## config.mk

```make
export PLATFORM = sky130hd
export DESIGN_NAME = transaction_tag_tracker
export DESIGN_NICKNAME = d
export VERILOG_FILES = /design/src/hdl/ttt_pkg.sv /design/src/hdl/transaction_tag_tracker.sv /design/src/hdl/ttt_ctrl.sv /design/src/hdl/ttt_datapath.sv
export SDC_FILE = /design/constraint.sdc
export NUM_CORES = 2
export LEC_CHECK = 0
export BUFFER_PORTS_ARGS = -buffer_cell sky130_fd_sc_hd__buf_2
export CAP_MARGIN = 25
export CORE_AREA = 2 2 631 633
export DETAILED_ROUTE_END_ITERATION = 6
export DIE_AREA = 0 0 633 635
export PLACE_DENSITY = 0.45
export RECOVER_POWER = 50
export SLEW_MARGIN = 10
export SYNTH_ARGS = -nofsm -noshare
export SYNTH_HDL_FRONTEND = slang
export SYNTH_HIERARCHICAL = 1
export SYNTH_SLANG_ARGS = --single-unit
```

## constraint.sdc

```tcl
create_clock -name i_clk -period 7 [get_ports i_clk]
set_clock_uncertainty 0.15 [all_clocks]
set_input_delay 0.35 -clock i_clk [delete_from_list [all_inputs] [get_ports i_clk]]
set_output_delay 0.35 -clock i_clk [all_outputs]
set_load 0.02 [all_outputs]
```

## src/hdl/ttt_pkg.sv

```systemverilog
// Shared types, codes and sizes for the transaction tag tracker.
`timescale 1ns / 1ps

package ttt_pkg;

    // Field widths
    localparam int OPCODE_W     = 2;
    localparam int OWNER_W      = 8;
    localparam int TAG_W        = 8;
    localparam int STATUS_W     = 8;
    localparam int CODE_W       = 3;
    localparam int DEF_NUM_TAGS = 256;

    // Request opcodes
    localparam logic [OPCODE_W-1:0] OP_ALLOC   = 2'd0;
    localparam logic [OPCODE_W-1:0] OP_POST    = 2'd1;
    localparam logic [OPCODE_W-1:0] OP_ABANDON = 2'd2;

    // Result codes
    localparam logic [CODE_W-1:0] CODE_OK      = 3'd0;
    localparam logic [CODE_W-1:0] CODE_IGNORED = 3'd1;
    localparam logic [CODE_W-1:0] CODE_INVALID = 3'd2;
    localparam logic [CODE_W-1:0] CODE_LATE    = 3'd3;
    localparam logic [CODE_W-1:0] CODE_STALE   = 3'd4;
    localparam logic [CODE_W-1:0] CODE_FULL    = 3'd5;

    // Datapath operations issued by the controller
    typedef enum logic [2:0] {
        DP_NONE,
        DP_LOAD,
        DP_ALLOC_STEP,
        DP_POST_RD,
        DP_POST_FIN,
        DP_ABN_RD,
        DP_ABN_CHK,
        DP_IGNORE
    } t_dp_op;

    // Controller to datapath
    typedef struct packed {
        t_dp_op op;
        logic   out_load;
    } t_cmd;

    // Datapath to controller
    typedef struct packed {
        logic alloc_done;
        logic abn_done;
        logic out_free;
    } t_sts;

endpackage

```

## src/hdl/transaction_tag_tracker.sv

```systemverilog
// Sequence, accept to o_valid: allocate tests tags in turn from the search pointer, up to NUM_TAGS of them;
// post does one registered owner memory read and a check; unused opcode 3 is ignored; abandon scans up to
// NUM_TAGS tags, since each tag in the scan needs a registered owner memory read and a compare.
// Throughput: one request at a time; the next is accepted in the cycle after the result loads,
// even while that result waits; a result only holds the engine while the output register is full.
// Reset: synchronous; in-use and ownership bits, search pointer and control clear.
`timescale 1ns / 1ps

module transaction_tag_tracker
    import ttt_pkg::*;
#(
    parameter int NUM_TAGS = DEF_NUM_TAGS
) (
    input  logic                i_clk,
    input  logic                i_rst_n,
    input  logic                i_valid,
    output logic                o_ready,
    input  logic [OPCODE_W-1:0] i_opcode,
    input  logic [OWNER_W-1:0]  i_owner,
    input  logic [TAG_W-1:0]    i_tag,
    input  logic [STATUS_W-1:0] i_status_value,
    output logic                o_valid,
    input  logic                i_ready,
    output logic [CODE_W-1:0]   o_code,
    output logic [TAG_W-1:0]    o_out_tag,
    output logic [OWNER_W-1:0]  o_out_owner,
    output logic [STATUS_W-1:0] o_out_status
);

    t_cmd w_cmd;
    t_sts w_sts;

    // Sequencer
    ttt_ctrl u_ctrl (
        .i_clk    (i_clk),
        .i_rst_n  (i_rst_n),
        .i_valid  (i_valid),
        .i_opcode (i_opcode),
        .i_sts    (w_sts),
        .o_ready  (o_ready),
        .o_cmd    (w_cmd)
    );

    // Table and result path
    ttt_datapath #(
        .NUM_TAGS (NUM_TAGS)
    ) u_datapath (
        .i_clk          (i_clk),
        .i_rst_n        (i_rst_n),
        .i_cmd          (w_cmd),
        .o_sts          (w_sts),
        .i_opcode       (i_opcode),
        .i_owner        (i_owner),
        .i_tag          (i_tag),
        .i_status_value (i_status_value),
        .i_ready        (i_ready),
        .o_valid        (o_valid),
        .o_code         (o_code),
        .o_out_tag      (o_out_tag),
        .o_out_owner    (o_out_owner),
        .o_out_status   (o_out_status)
    );

endmodule

```

## src/hdl/ttt_ctrl.sv

```systemverilog
// Sequencing state machine of the transaction tag tracker.
`timescale 1ns / 1ps

module ttt_ctrl
    import ttt_pkg::*;
(
    input  logic                i_clk,
    input  logic                i_rst_n,
    input  logic                i_valid,
    input  logic [OPCODE_W-1:0] i_opcode,
    input  t_sts                i_sts,
    output logic                o_ready,
    output t_cmd                o_cmd
);

    typedef enum logic [2:0] {
        S_IDLE,
        S_ALLOC,
        S_POST_RD,
        S_POST_CHK,
        S_ABN_RD,
        S_ABN_CHK,
        S_IGNORE,
        S_RESULT
    } t_state;

    t_state r_state;
    t_state n_state;

    logic w_accept;

    assign o_ready  = (r_state == S_IDLE);
    assign w_accept = i_valid && o_ready;

    // Pick the command and the next state
    always_comb begin
        n_state         = r_state;
        o_cmd.op        = DP_NONE;
        o_cmd.out_load  = 1'b0;
        unique case (r_state)
            S_IDLE: begin
                if (w_accept) begin
                    o_cmd.op = DP_LOAD;
                    unique case (i_opcode)
                        OP_ALLOC:   n_state = S_ALLOC;
                        OP_POST:    n_state = S_POST_RD;
                        OP_ABANDON: n_state = S_ABN_RD;
                        default:    n_state = S_IGNORE;
                    endcase
                end
            end
            S_ALLOC: begin
                o_cmd.op = DP_ALLOC_STEP;
                if (i_sts.alloc_done) begin
                    n_state = S_RESULT;
                end
            end
            S_POST_RD: begin
                o_cmd.op = DP_POST_RD;
                n_state  = S_POST_CHK;
            end
            S_POST_CHK: begin
                o_cmd.op = DP_POST_FIN;
                n_state  = S_RESULT;
            end
            S_ABN_RD: begin
                o_cmd.op = DP_ABN_RD;
                n_state  = S_ABN_CHK;
            end
            S_ABN_CHK: begin
                o_cmd.op = DP_ABN_CHK;
                n_state  = i_sts.abn_done ? S_RESULT : S_ABN_RD;
            end
            S_IGNORE: begin
                o_cmd.op = DP_IGNORE;
                n_state  = S_RESULT;
            end
            S_RESULT: begin
                // Hand the staged result over once the output register frees up
                if (i_sts.out_free) begin
                    o_cmd.out_load = 1'b1;
                    n_state        = S_IDLE;
                end
            end
            default: n_state = S_IDLE;
        endcase
    end

    // Hold state
    always_ff @(posedge i_clk) begin
        if (!i_rst_n) begin
            r_state <= S_IDLE;
        end else begin
            r_state <= n_state;
        end
    end

endmodule

```

## src/hdl/ttt_datapath.sv

```systemverilog
// Tag table, owner memory, scan pointer and result registers.
`timescale 1ns / 1ps

module ttt_datapath
    import ttt_pkg::*;
#(
    parameter int NUM_TAGS = DEF_NUM_TAGS
) (
    input  logic                i_clk,
    input  logic                i_rst_n,
    input  t_cmd                i_cmd,
    output t_sts                o_sts,
    input  logic [OPCODE_W-1:0] i_opcode,
    input  logic [OWNER_W-1:0]  i_owner,
    input  logic [TAG_W-1:0]    i_tag,
    input  logic [STATUS_W-1:0] i_status_value,
    input  logic                i_ready,
    output logic                o_valid,
    output logic [CODE_W-1:0]   o_code,
    output logic [TAG_W-1:0]    o_out_tag,
    output logic [OWNER_W-1:0]  o_out_owner,
    output logic [STATUS_W-1:0] o_out_status
);

    localparam int IW = $clog2(NUM_TAGS);
    localparam logic [IW-1:0]  LAST_IDX     = IW'(NUM_TAGS - 1);
    localparam logic [TAG_W:0] NUM_TAGS_EXT = (TAG_W + 1)'(NUM_TAGS);

    // Tag table state
    logic [NUM_TAGS-1:0] r_in_use;
    logic [NUM_TAGS-1:0] r_has_owner;
    logic [IW-1:0]       r_next_search;
    logic [OWNER_W-1:0]  r_owner_mem [NUM_TAGS];
    logic [OWNER_W-1:0]  r_rd_data;

    // Captured request and scan position
    logic [OWNER_W-1:0]  r_owner;
    logic [TAG_W-1:0]    r_tag;
    logic [STATUS_W-1:0] r_status;
    logic [IW-1:0]       r_ptr;
    logic [IW-1:0]       r_cnt;

    // Staged and output results
    logic [CODE_W-1:0]   r_res_code;
    logic [TAG_W-1:0]    r_res_tag;
    logic [OWNER_W-1:0]  r_res_owner;
    logic [STATUS_W-1:0] r_res_status;
    logic                r_o_valid;
    logic [CODE_W-1:0]   r_out_code;
    logic [TAG_W-1:0]    r_out_tag;
    logic [OWNER_W-1:0]  r_out_owner;
    logic [STATUS_W-1:0] r_out_status;

    logic          w_alloc_hit;
    logic          w_ptr_last;
    logic [IW-1:0] w_ptr_inc;
    logic [IW-1:0] w_tag_idx;
    logic          w_tag_in_range;
    logic          w_post_live;
    logic          w_abn_match;
    logic          w_ptr_is_tag;
    logic          w_mem_we;
    logic          w_mem_re;
    logic [IW-1:0] w_mem_raddr;

    // Decode the current scan position and request
    assign w_ptr_last     = (r_cnt == LAST_IDX);
    assign w_ptr_inc      = (r_ptr == LAST_IDX) ? '0 : r_ptr + IW'(1);
    assign w_alloc_hit    = (r_ptr != '0) && !r_in_use[r_ptr];
    assign w_tag_idx      = r_tag[IW-1:0];
    assign w_tag_in_range = ({1'b0, r_tag} < NUM_TAGS_EXT);
    assign w_post_live    = w_tag_in_range && r_in_use[w_tag_idx];
    assign w_abn_match    = r_in_use[r_ptr] && r_has_owner[r_ptr] && (r_rd_data == r_owner);
    assign w_ptr_is_tag   = (TAG_W'(r_ptr) == r_tag);

    assign w_mem_we    = (i_cmd.op == DP_ALLOC_STEP) && w_alloc_hit;
    assign w_mem_re    = (i_cmd.op == DP_POST_RD) || (i_cmd.op == DP_ABN_RD);
    assign w_mem_raddr = (i_cmd.op == DP_POST_RD) ? w_tag_idx : r_ptr;

    assign o_sts.alloc_done = w_alloc_hit || w_ptr_last;
    assign o_sts.abn_done   = w_abn_match || w_ptr_last;
    assign o_sts.out_free   = !r_o_valid || i_ready;

    // Owner memory: one write and one registered read
    always_ff @(posedge i_clk) begin
        if (w_mem_we) begin
            r_owner_mem[r_ptr] <= r_owner;
        end
        if (w_mem_re) begin
            r_rd_data <= r_owner_mem[w_mem_raddr];
        end
    end

    // Update in-use and ownership bits and the search pointer
    always_ff @(posedge i_clk) begin
        if (!i_rst_n) begin
            r_in_use      <= '0;
            r_has_owner   <= '0;
            r_next_search <= '0;
        end else begin
            case (i_cmd.op)
                DP_ALLOC_STEP: begin
                    if (w_alloc_hit) begin
                        r_in_use[r_ptr]    <= 1'b1;
                        r_has_owner[r_ptr] <= 1'b1;
                        r_next_search      <= w_ptr_inc;
                    end
                end
                DP_POST_FIN: begin
                    if (r_tag != '0 && w_post_live) begin
                        r_in_use[w_tag_idx] <= 1'b0;
                    end
                end
                DP_ABN_CHK: begin
                    if (w_abn_match && w_ptr_is_tag) begin
                        r_has_owner[r_ptr] <= 1'b0;
                    end
                end
                default: ;
            endcase
        end
    end

    // Capture the request, advance the scan and stage the result
    always_ff @(posedge i_clk) begin
        case (i_cmd.op)
            DP_LOAD: begin
                r_owner  <= i_owner;
                r_tag    <= i_tag;
                r_status <= i_status_value;
                r_cnt    <= '0;
                r_ptr    <= (i_opcode == OP_ALLOC) ? r_next_search : '0;
            end
            DP_ALLOC_STEP: begin
                r_res_owner  <= '0;
                r_res_status <= '0;
                if (w_alloc_hit) begin
                    r_res_code <= CODE_OK;
                    r_res_tag  <= TAG_W'(r_ptr);
                end else if (w_ptr_last) begin
                    r_res_code <= CODE_FULL;
                    r_res_tag  <= '0;
                end else begin
                    r_ptr <= w_ptr_inc;
                    r_cnt <= r_cnt + IW'(1);
                end
            end
            DP_POST_FIN: begin
                r_res_owner  <= '0;
                r_res_status <= '0;
                if (r_tag == '0) begin
                    r_res_code <= CODE_IGNORED;
                    r_res_tag  <= '0;
                end else if (!w_post_live) begin
                    r_res_code <= CODE_INVALID;
                    r_res_tag  <= r_tag;
                end else if (!r_has_owner[w_tag_idx]) begin
                    r_res_code <= CODE_LATE;
                    r_res_tag  <= r_tag;
                end else begin
                    r_res_code   <= CODE_OK;
                    r_res_tag    <= r_tag;
                    r_res_owner  <= r_rd_data;
                    r_res_status <= r_status;
                end
            end
            DP_ABN_CHK: begin
                r_res_owner  <= '0;
                r_res_status <= '0;
                if (w_abn_match) begin
                    r_res_code <= w_ptr_is_tag ? CODE_OK : CODE_STALE;
                    r_res_tag  <= TAG_W'(r_ptr);
                end else if (w_ptr_last) begin
                    r_res_code <= CODE_INVALID;
                    r_res_tag  <= '0;
                end else begin
                    r_ptr <= w_ptr_inc;
                    r_cnt <= r_cnt + IW'(1);
                end
            end
            DP_IGNORE: begin
                r_res_code   <= CODE_IGNORED;
                r_res_tag    <= '0;
                r_res_owner  <= '0;
                r_res_status <= '0;
            end
            default: ;
        endcase
    end

    // Output register data
    always_ff @(posedge i_clk) begin
        if (i_cmd.out_load) begin
            r_out_code   <= r_res_code;
            r_out_tag    <= r_res_tag;
            r_out_owner  <= r_res_owner;
            r_out_status <= r_res_status;
        end
    end

    // Output valid: set on load, drop when taken
    always_ff @(posedge i_clk) begin
        if (!i_rst_n) begin
            r_o_valid <= 1'b0;
        end else if (i_cmd.out_load) begin
            r_o_valid <= 1'b1;
        end else if (i_ready) begin
            r_o_valid <= 1'b0;
        end
    end

    assign o_valid      = r_o_valid;
    assign o_code       = r_out_code;
    assign o_out_tag    = r_out_tag;
    assign o_out_owner  = r_out_owner;
    assign o_out_status = r_out_status;

endmodule

```

* After elaboration in Yosys (flattened, before gate mapping)
Memories as Yosys holds them, arrays and structs flattened. A register that Yosys moved wholly into a read port is not among the register bits. Cells that the tools add are included.
Word-level totals: register bits 618, memory bits (writable) 2048, bits of input ports 30, output and inout bits 29, memories 1
Cells by class: $add $sub $neg 2, order comparisons 4, equality and inequality tests 30, muxes and demuxes 65, bitwise logic cells 6, reductions and logical operators 34
Memory list:
- u_datapath.r_owner_mem | words 256, bits a word 8, rd ports 1, clocked after memory_dff 1, write ports 1, RTL line ttt_datapath.sv:33 | logic [OWNER_W-1:0] r_owner_mem [NUM_TAGS];
Operator list (count):
- 256-bit 2-to-1 mux | 4
- 256-bit case mux with 2 select lines | 2
- 256-bit AND | 2
- 256-bit inverter | 2
- 256-bit OR | 2
- 8-bit 2-to-1 mux | 19
- 8-bit case mux with 3 select lines | 2
- 3-bit case mux with 7 select lines | 2
- 1-bit binary-select mux with 8-bit select | 4
- 8-bit case mux with 2 select lines | 2
- 8-bit case mux with 4 select lines | 1
- 3-bit 2-to-1 mux | 10
- 3-bit equality test, second input constant | 8
- 8-bit by 9-bit less-than comparator with 1-bit output, second input constant | 2
- 8-bit by 1-bit adder with 8-bit output, second input constant | 2
- 1-bit demux with 8-bit select | 2
- 8-bit equality test | 2
- 8-bit equality test, second input constant | 2
- 8-bit by 1-bit greater-or-equal comparator with 1-bit output, second input constant | 2
- 8-bit nonzero test | 2
- 3-bit AND reduction | 5
- 1-bit 2-to-1 mux | 13
- 3-bit by 2-bit equality test with 1-bit output, second input constant | 4
- 3-bit case mux with 4 select lines | 1
- other kinds (20) | 44

* Longest topological paths before layout
word-level depth 8, gate-level depth with buffers 17, mapped depth without buffers 11

* Modules after synthesis
The synthesis kept the hierarchy.
Modules (own cells, without submodules):
- ttt_datapath | times used 1, cells an instance 7321, area an instance 114061.9 um2
- ttt_ctrl | times used 1, cells an instance 31, area an instance 274.0 um2

* Worst setup path after synthesis
No wires, ideal clock.
path type register to register, from register u_datapath.r_owner[6], to register u_datapath.r_ptr[0] (enable), arrival time 5.154 ns, data required time 6.467 ns, slack 1.312 ns, stages on the path, launching flop included 9, buffers on the path 1, period minus slack after synthesis 5.688 ns, cell sequence edfxtp_1 xnor2_1 nand4_1 nor3_1 o41ai_2 o41ai_2 a31o_2 buf_2 nor3_1
On the way: longest elaborated chain between the ends 4
Ends and longest elaborated chain:
- start, declared | RTL line ttt_datapath.sv:37 | logic [OWNER_W-1:0] r_owner;
- start signal, assigned | RTL line ttt_datapath.sv:128 | r_owner <= i_owner;
- 8-bit equality test | RTL line ttt_datapath.sv:73 | assign w_abn_match = r_in_use[r_ptr] && r_has_owner[r_ptr] && (r_rd_data == r_owner);
- 1-bit logical AND | RTL line ttt_datapath.sv:73
- 2-bit inequality test (no line)
- 3-bit AND reduction (no line)
- end signal, assigned | RTL line ttt_datapath.sv:132 | r_ptr <= (i_opcode == OP_ALLOC) ? r_next_search : '0;
- end signal, assigned | RTL line ttt_datapath.sv:144 | r_ptr <= w_ptr_inc;
- end signal, assigned | RTL line ttt_datapath.sv:177 | r_ptr <= w_ptr_inc;
- end, declared | RTL line ttt_datapath.sv:40 | logic [IW-1:0] r_ptr;
No other way between the ends. A chain may end at the register's enable or synchronous reset.

* Final worst setup path
from register u_datapath.r_ptr[0], to memory u_datapath.r_owner_mem[255][4] (enable)
On the way: longest elaborated chain between the ends 7
Ends and longest elaborated chain:
- 1-bit binary-select mux with 8-bit select | RTL line ttt_datapath.sv:69 | assign w_alloc_hit = (r_ptr != '0) && !r_in_use[r_ptr];
- 1-bit 2-to-1 mux (not written as such) | RTL line ttt_datapath.sv:69
- 1-bit zero test | RTL line ttt_datapath.sv:69
- 1-bit logical AND | RTL line ttt_datapath.sv:69
- 1-bit logical AND | RTL line ttt_datapath.sv:76 | assign w_mem_we = (i_cmd.op == DP_ALLOC_STEP) && w_alloc_hit;
- 1-bit 2-to-1 mux | RTL line ttt_datapath.sv:86 | if (w_mem_we) begin
- 1-bit 2-to-1 mux (not written as such) | RTL line ttt_datapath.sv:87 | r_owner_mem[r_ptr] <= r_owner;
- end, declared | RTL line ttt_datapath.sv:33
Parallel ways exist; a longest one is shown, timed or not. The select of a mux whose other input is x is not followed.

==> metrics.cfg <==
[status]
status = finished with violations
failed_checks = max-capacitance violations, max-slew violations

[logic_synthesis]
netlist_instances = 7352
synth-simple-area-share_pct = 5.75
synth_top_family_by_area = multiplexers
yosysTopAreaCell = edfxtp_1
synth.distinct_cells = 79
netlist.area_leader.share_pct = 56.5
ys_seq_elements = 2674
synth_area_per_cell_um2 = 15.6
netlist_top_cells_count = 2150 x edfxtp_1, 739 x mux4_2, 578 x nand2_1
yosys-top-cells-area = edfxtp_1 56%, mux4_2 15%, dfxtp_1 9.2%, nand2_1 1.9%, mux2i_1 1.6%
synth-edff-count = 2150
synth_flop_cell = edfxtp_1
ys_warn_count = 6
synth-compound-area-share_pct = 8.85
post_synth_xor_area_fraction_pct = 0.214
syn_area_um2 = 114000
yosys.area_share.adder_pct = 0.0547
ys_seq_area_share_pct = 65.6
synth_mux_area_share_pct = 16.4
synth_most_common_cell = edfxtp_1
ys_async_sr_fraction_pct = 0

[sta]
slew_violations = 1740
finalSetupViolCount = 0
whs_ns = 0.0343
tightest_slew_ns = 5.92
maxSlewHeadroom_pct = -295
finalHoldViolCount = 0
min_period_ns = 6.88
fin_setup_tns_ns = 0
fin_crit_sh_pct = 98.3
fmax_ghz = 0.145
rsz0062_at_grt = false

[cells_and_area]
fin_util_pct = 33.6
finish.instance_area_um2 = 133000
nets = 7565
drive_gt1_share_pct = 21.7
area_delta_synth_final_pct = 16.0

[global_route]
grt_max_degree = 180
grt-ovfl-total = 0
track_usage_pct = 19.8
grt_pass1_wl_um = 575000
antenna_found_initial = 18
grt_pass1_vias = 72800

[worst_setup_path]
critical_path.startpoint_type = register
cp.required_ns = 7.36
worst-path-stages = 8
cpMaxStageDelayCell = and3_1
r2r_cells = 8
path_cells = clkbuf_2, buf_12, buf_4, ha_1, and3_1, nand2_1, nor3_1, clkbuf_1
crit_path_end_kind = register
path_class = register to register
cp_max_fo = 55
cp_top_family = buffers and inverters
cp-endpoint = u_datapath/r_owner_mem[255][4]
critPathMaxStageDelay_ns = 1.40
cp-startpoint = u_datapath/r_ptr[0]
cp_num_buf_inv = 4
rrSetupSlack_ns = 0.12
reg2reg_to = u_datapath/r_owner_mem[255][4]
reg2reg_from = u_datapath/r_ptr[0]
cp.arrival_ns = 7.24

[pwr]
p_int_mw = 37.5
p_total_mw = 61.5
pwr-share-seq_pct = 32.3
leakagePower_nw = 41.7
clkPwrFrac_pct = 26.8
p_sw_mw = 24.0
ir_drop_v = 0.000426
p_sw_share_pct = 39.1
powerDensity_nw_per_um2 = 464
pwr-share-comb_pct = 40.9

[clock_network]
cts_buffers = 309
h-tree-depth = 5
clk-insertion-delay-late_ns = 0.95
clk_pin_slew_ns = 0.06
cts_tree = done
postCtsSetupRepairBufs = 0
clock_sinks = 2674
cts_buffer_depth = 4
ctsHoldBuffers = 54
root_buffer = clkbuf_16
cts_resized = 0

[min_path]
min_path_type = input port to register
min_delay_path_depth = 2

[floorplan]
num_rows = 231
die_w_um = 633
placeableCoreArea_um2 = 395000
start_util_pct = 29.0
io_pins = 59
fp.dieH_um = 635
dieArea_um2 = 402000

[drt]
wire_per_inst_um = 31.4
drt_iter0_drc = 8251
drtPass1Iterations = 7
drc_errors = 0
ant_nets = 0
num_vias = 72900
viasPerCell = 5.60
wirelength_um = 410000

[placed_design]
gp_congestion = 0.870
placed_area_um2 = 122000
dp_hpwl_um = 256000
io_buffers = 58

[run]
cap_violations = 22

[worst reg2reg max path: stages (launching register included)]
cell	delay, ns
edfxtp_1	0.90
clkbuf_2	0.85
buf_12	0.45
buf_4	0.57
ha_1	0.51
and3_1	1.40
nand2_1	0.58
nor3_1	0.37
clkbuf_1	0.67
[logic make-up (layout without fill, tap and decap cells)]
| logic type | Yosys count | count (layout) |
|---|---|---|
| compound gates | 1460 | 1460 |
| xor+xnor | 28 | 28 |
| fa+ha+maj | 5 | 5 |
| buf+inv | 776 | 1197 |
| flops | 2674 | 2674 |
| mux | 949 | 949 |
| other cells | 1 | 12 |
| simple gates | 1459 | 1459 |
[area by class of cell]
cell class	instances	area, um^2
fillers	38200	262000
flip-flops and latches	2674	75100
multi-input cells	3909	36000
clock buffers	399	8520
well taps	5242	6560
repair buffers	516	4260
clock inverters	162	1710
inverters	120	458
diodes	4	10.0
[cells in the final DEF, fill, tap and decap left out, drive strengths merged, types with 54 or more instances in the layout]
cell type / n
nand2: 579
a22oi: 83
o31ai: 161
dlygate4sd3: 54
nor2: 386
a31oi: 258
a211oi: 212
edfxtp: 2150
a32oi: 164
nand3: 229
buf: 388
dfxtp: 524
a21oi: 282
a221oi: 76
inv: 131
and2: 114
o21ai: 120
mux4: 739
mux2i: 185
clkinv: 111
clkbuf: 473
[per-layer routing]
layer	part of all wire, %	track usage (%)	vias to the layer above	routed length [um]
met2	46	31.1	3419	189000
met3	7.7	3.54	835	31300
met5	0.0066	0	-	27
met4	4.4	7.85	4	18100
li1	-	-	30000	-
met1	42	27.3	38700	171000
[power groups by stage]
stage                     Clock [mW]  Sequential [mW]  Combinational, mW
final                           16.5             19.9               25.1
after global routing            17.5             19.9               26.3
after CTS                       16.9             19.7               25.4
after detailed placement           0             20.0               25.3
after global placement             0             20.0               25.2
after floorplan                    0             20.5               14.2
[state kept, by name, summed over array words and instances (netlist names), named ones only]
signal / flops
u_datapath/r_owner_mem: 2048
u_datapath/r_res_owner: 8
u_datapath/o_out_status: 8
u_ctrl/r_state: 3
u_datapath/r_in_use: 256
u_datapath/r_cnt: 8
u_datapath/o_code: 3
u_datapath/r_status: 8
u_datapath/r_owner: 8
u_datapath/r_res_status: 8
u_datapath/o_out_owner: 8
u_datapath/r_ptr: 8
u_datapath/o_valid: 1
u_datapath/r_res_code: 3
u_datapath/r_tag: 8
u_datapath/r_rd_data: 8
u_datapath/r_next_search: 8
u_datapath/o_out_tag: 8
u_datapath/r_res_tag: 8
[worst min path at each step]
| stage | startpoint | endpoint |
|---|---|---|
| final | i_owner[2] | u_datapath/r_owner[2] |
| after detailed placement | u_datapath/r_res_owner[0] | u_datapath/o_out_owner[0] |
| after floorplan | u_datapath/r_res_code[0] | u_datapath/o_code[0] |
| after global routing | i_owner[2] | u_datapath/r_owner[2] |
| after global placement | u_datapath/r_res_status[1] | u_datapath/o_out_status[1] |
| after CTS | i_owner[2] | u_datapath/r_owner[2] |
[per-stage QoR]
stage	setup slack (ns)	instances
CTS	0.161	13000
finish	0.122	13000
global placement	0.167	12400
detailed placement	0.145	12400
floorplan	1.31	7359
global route	0.0389	13000
No activity file was read; power rests on OpenSTA's default activity.
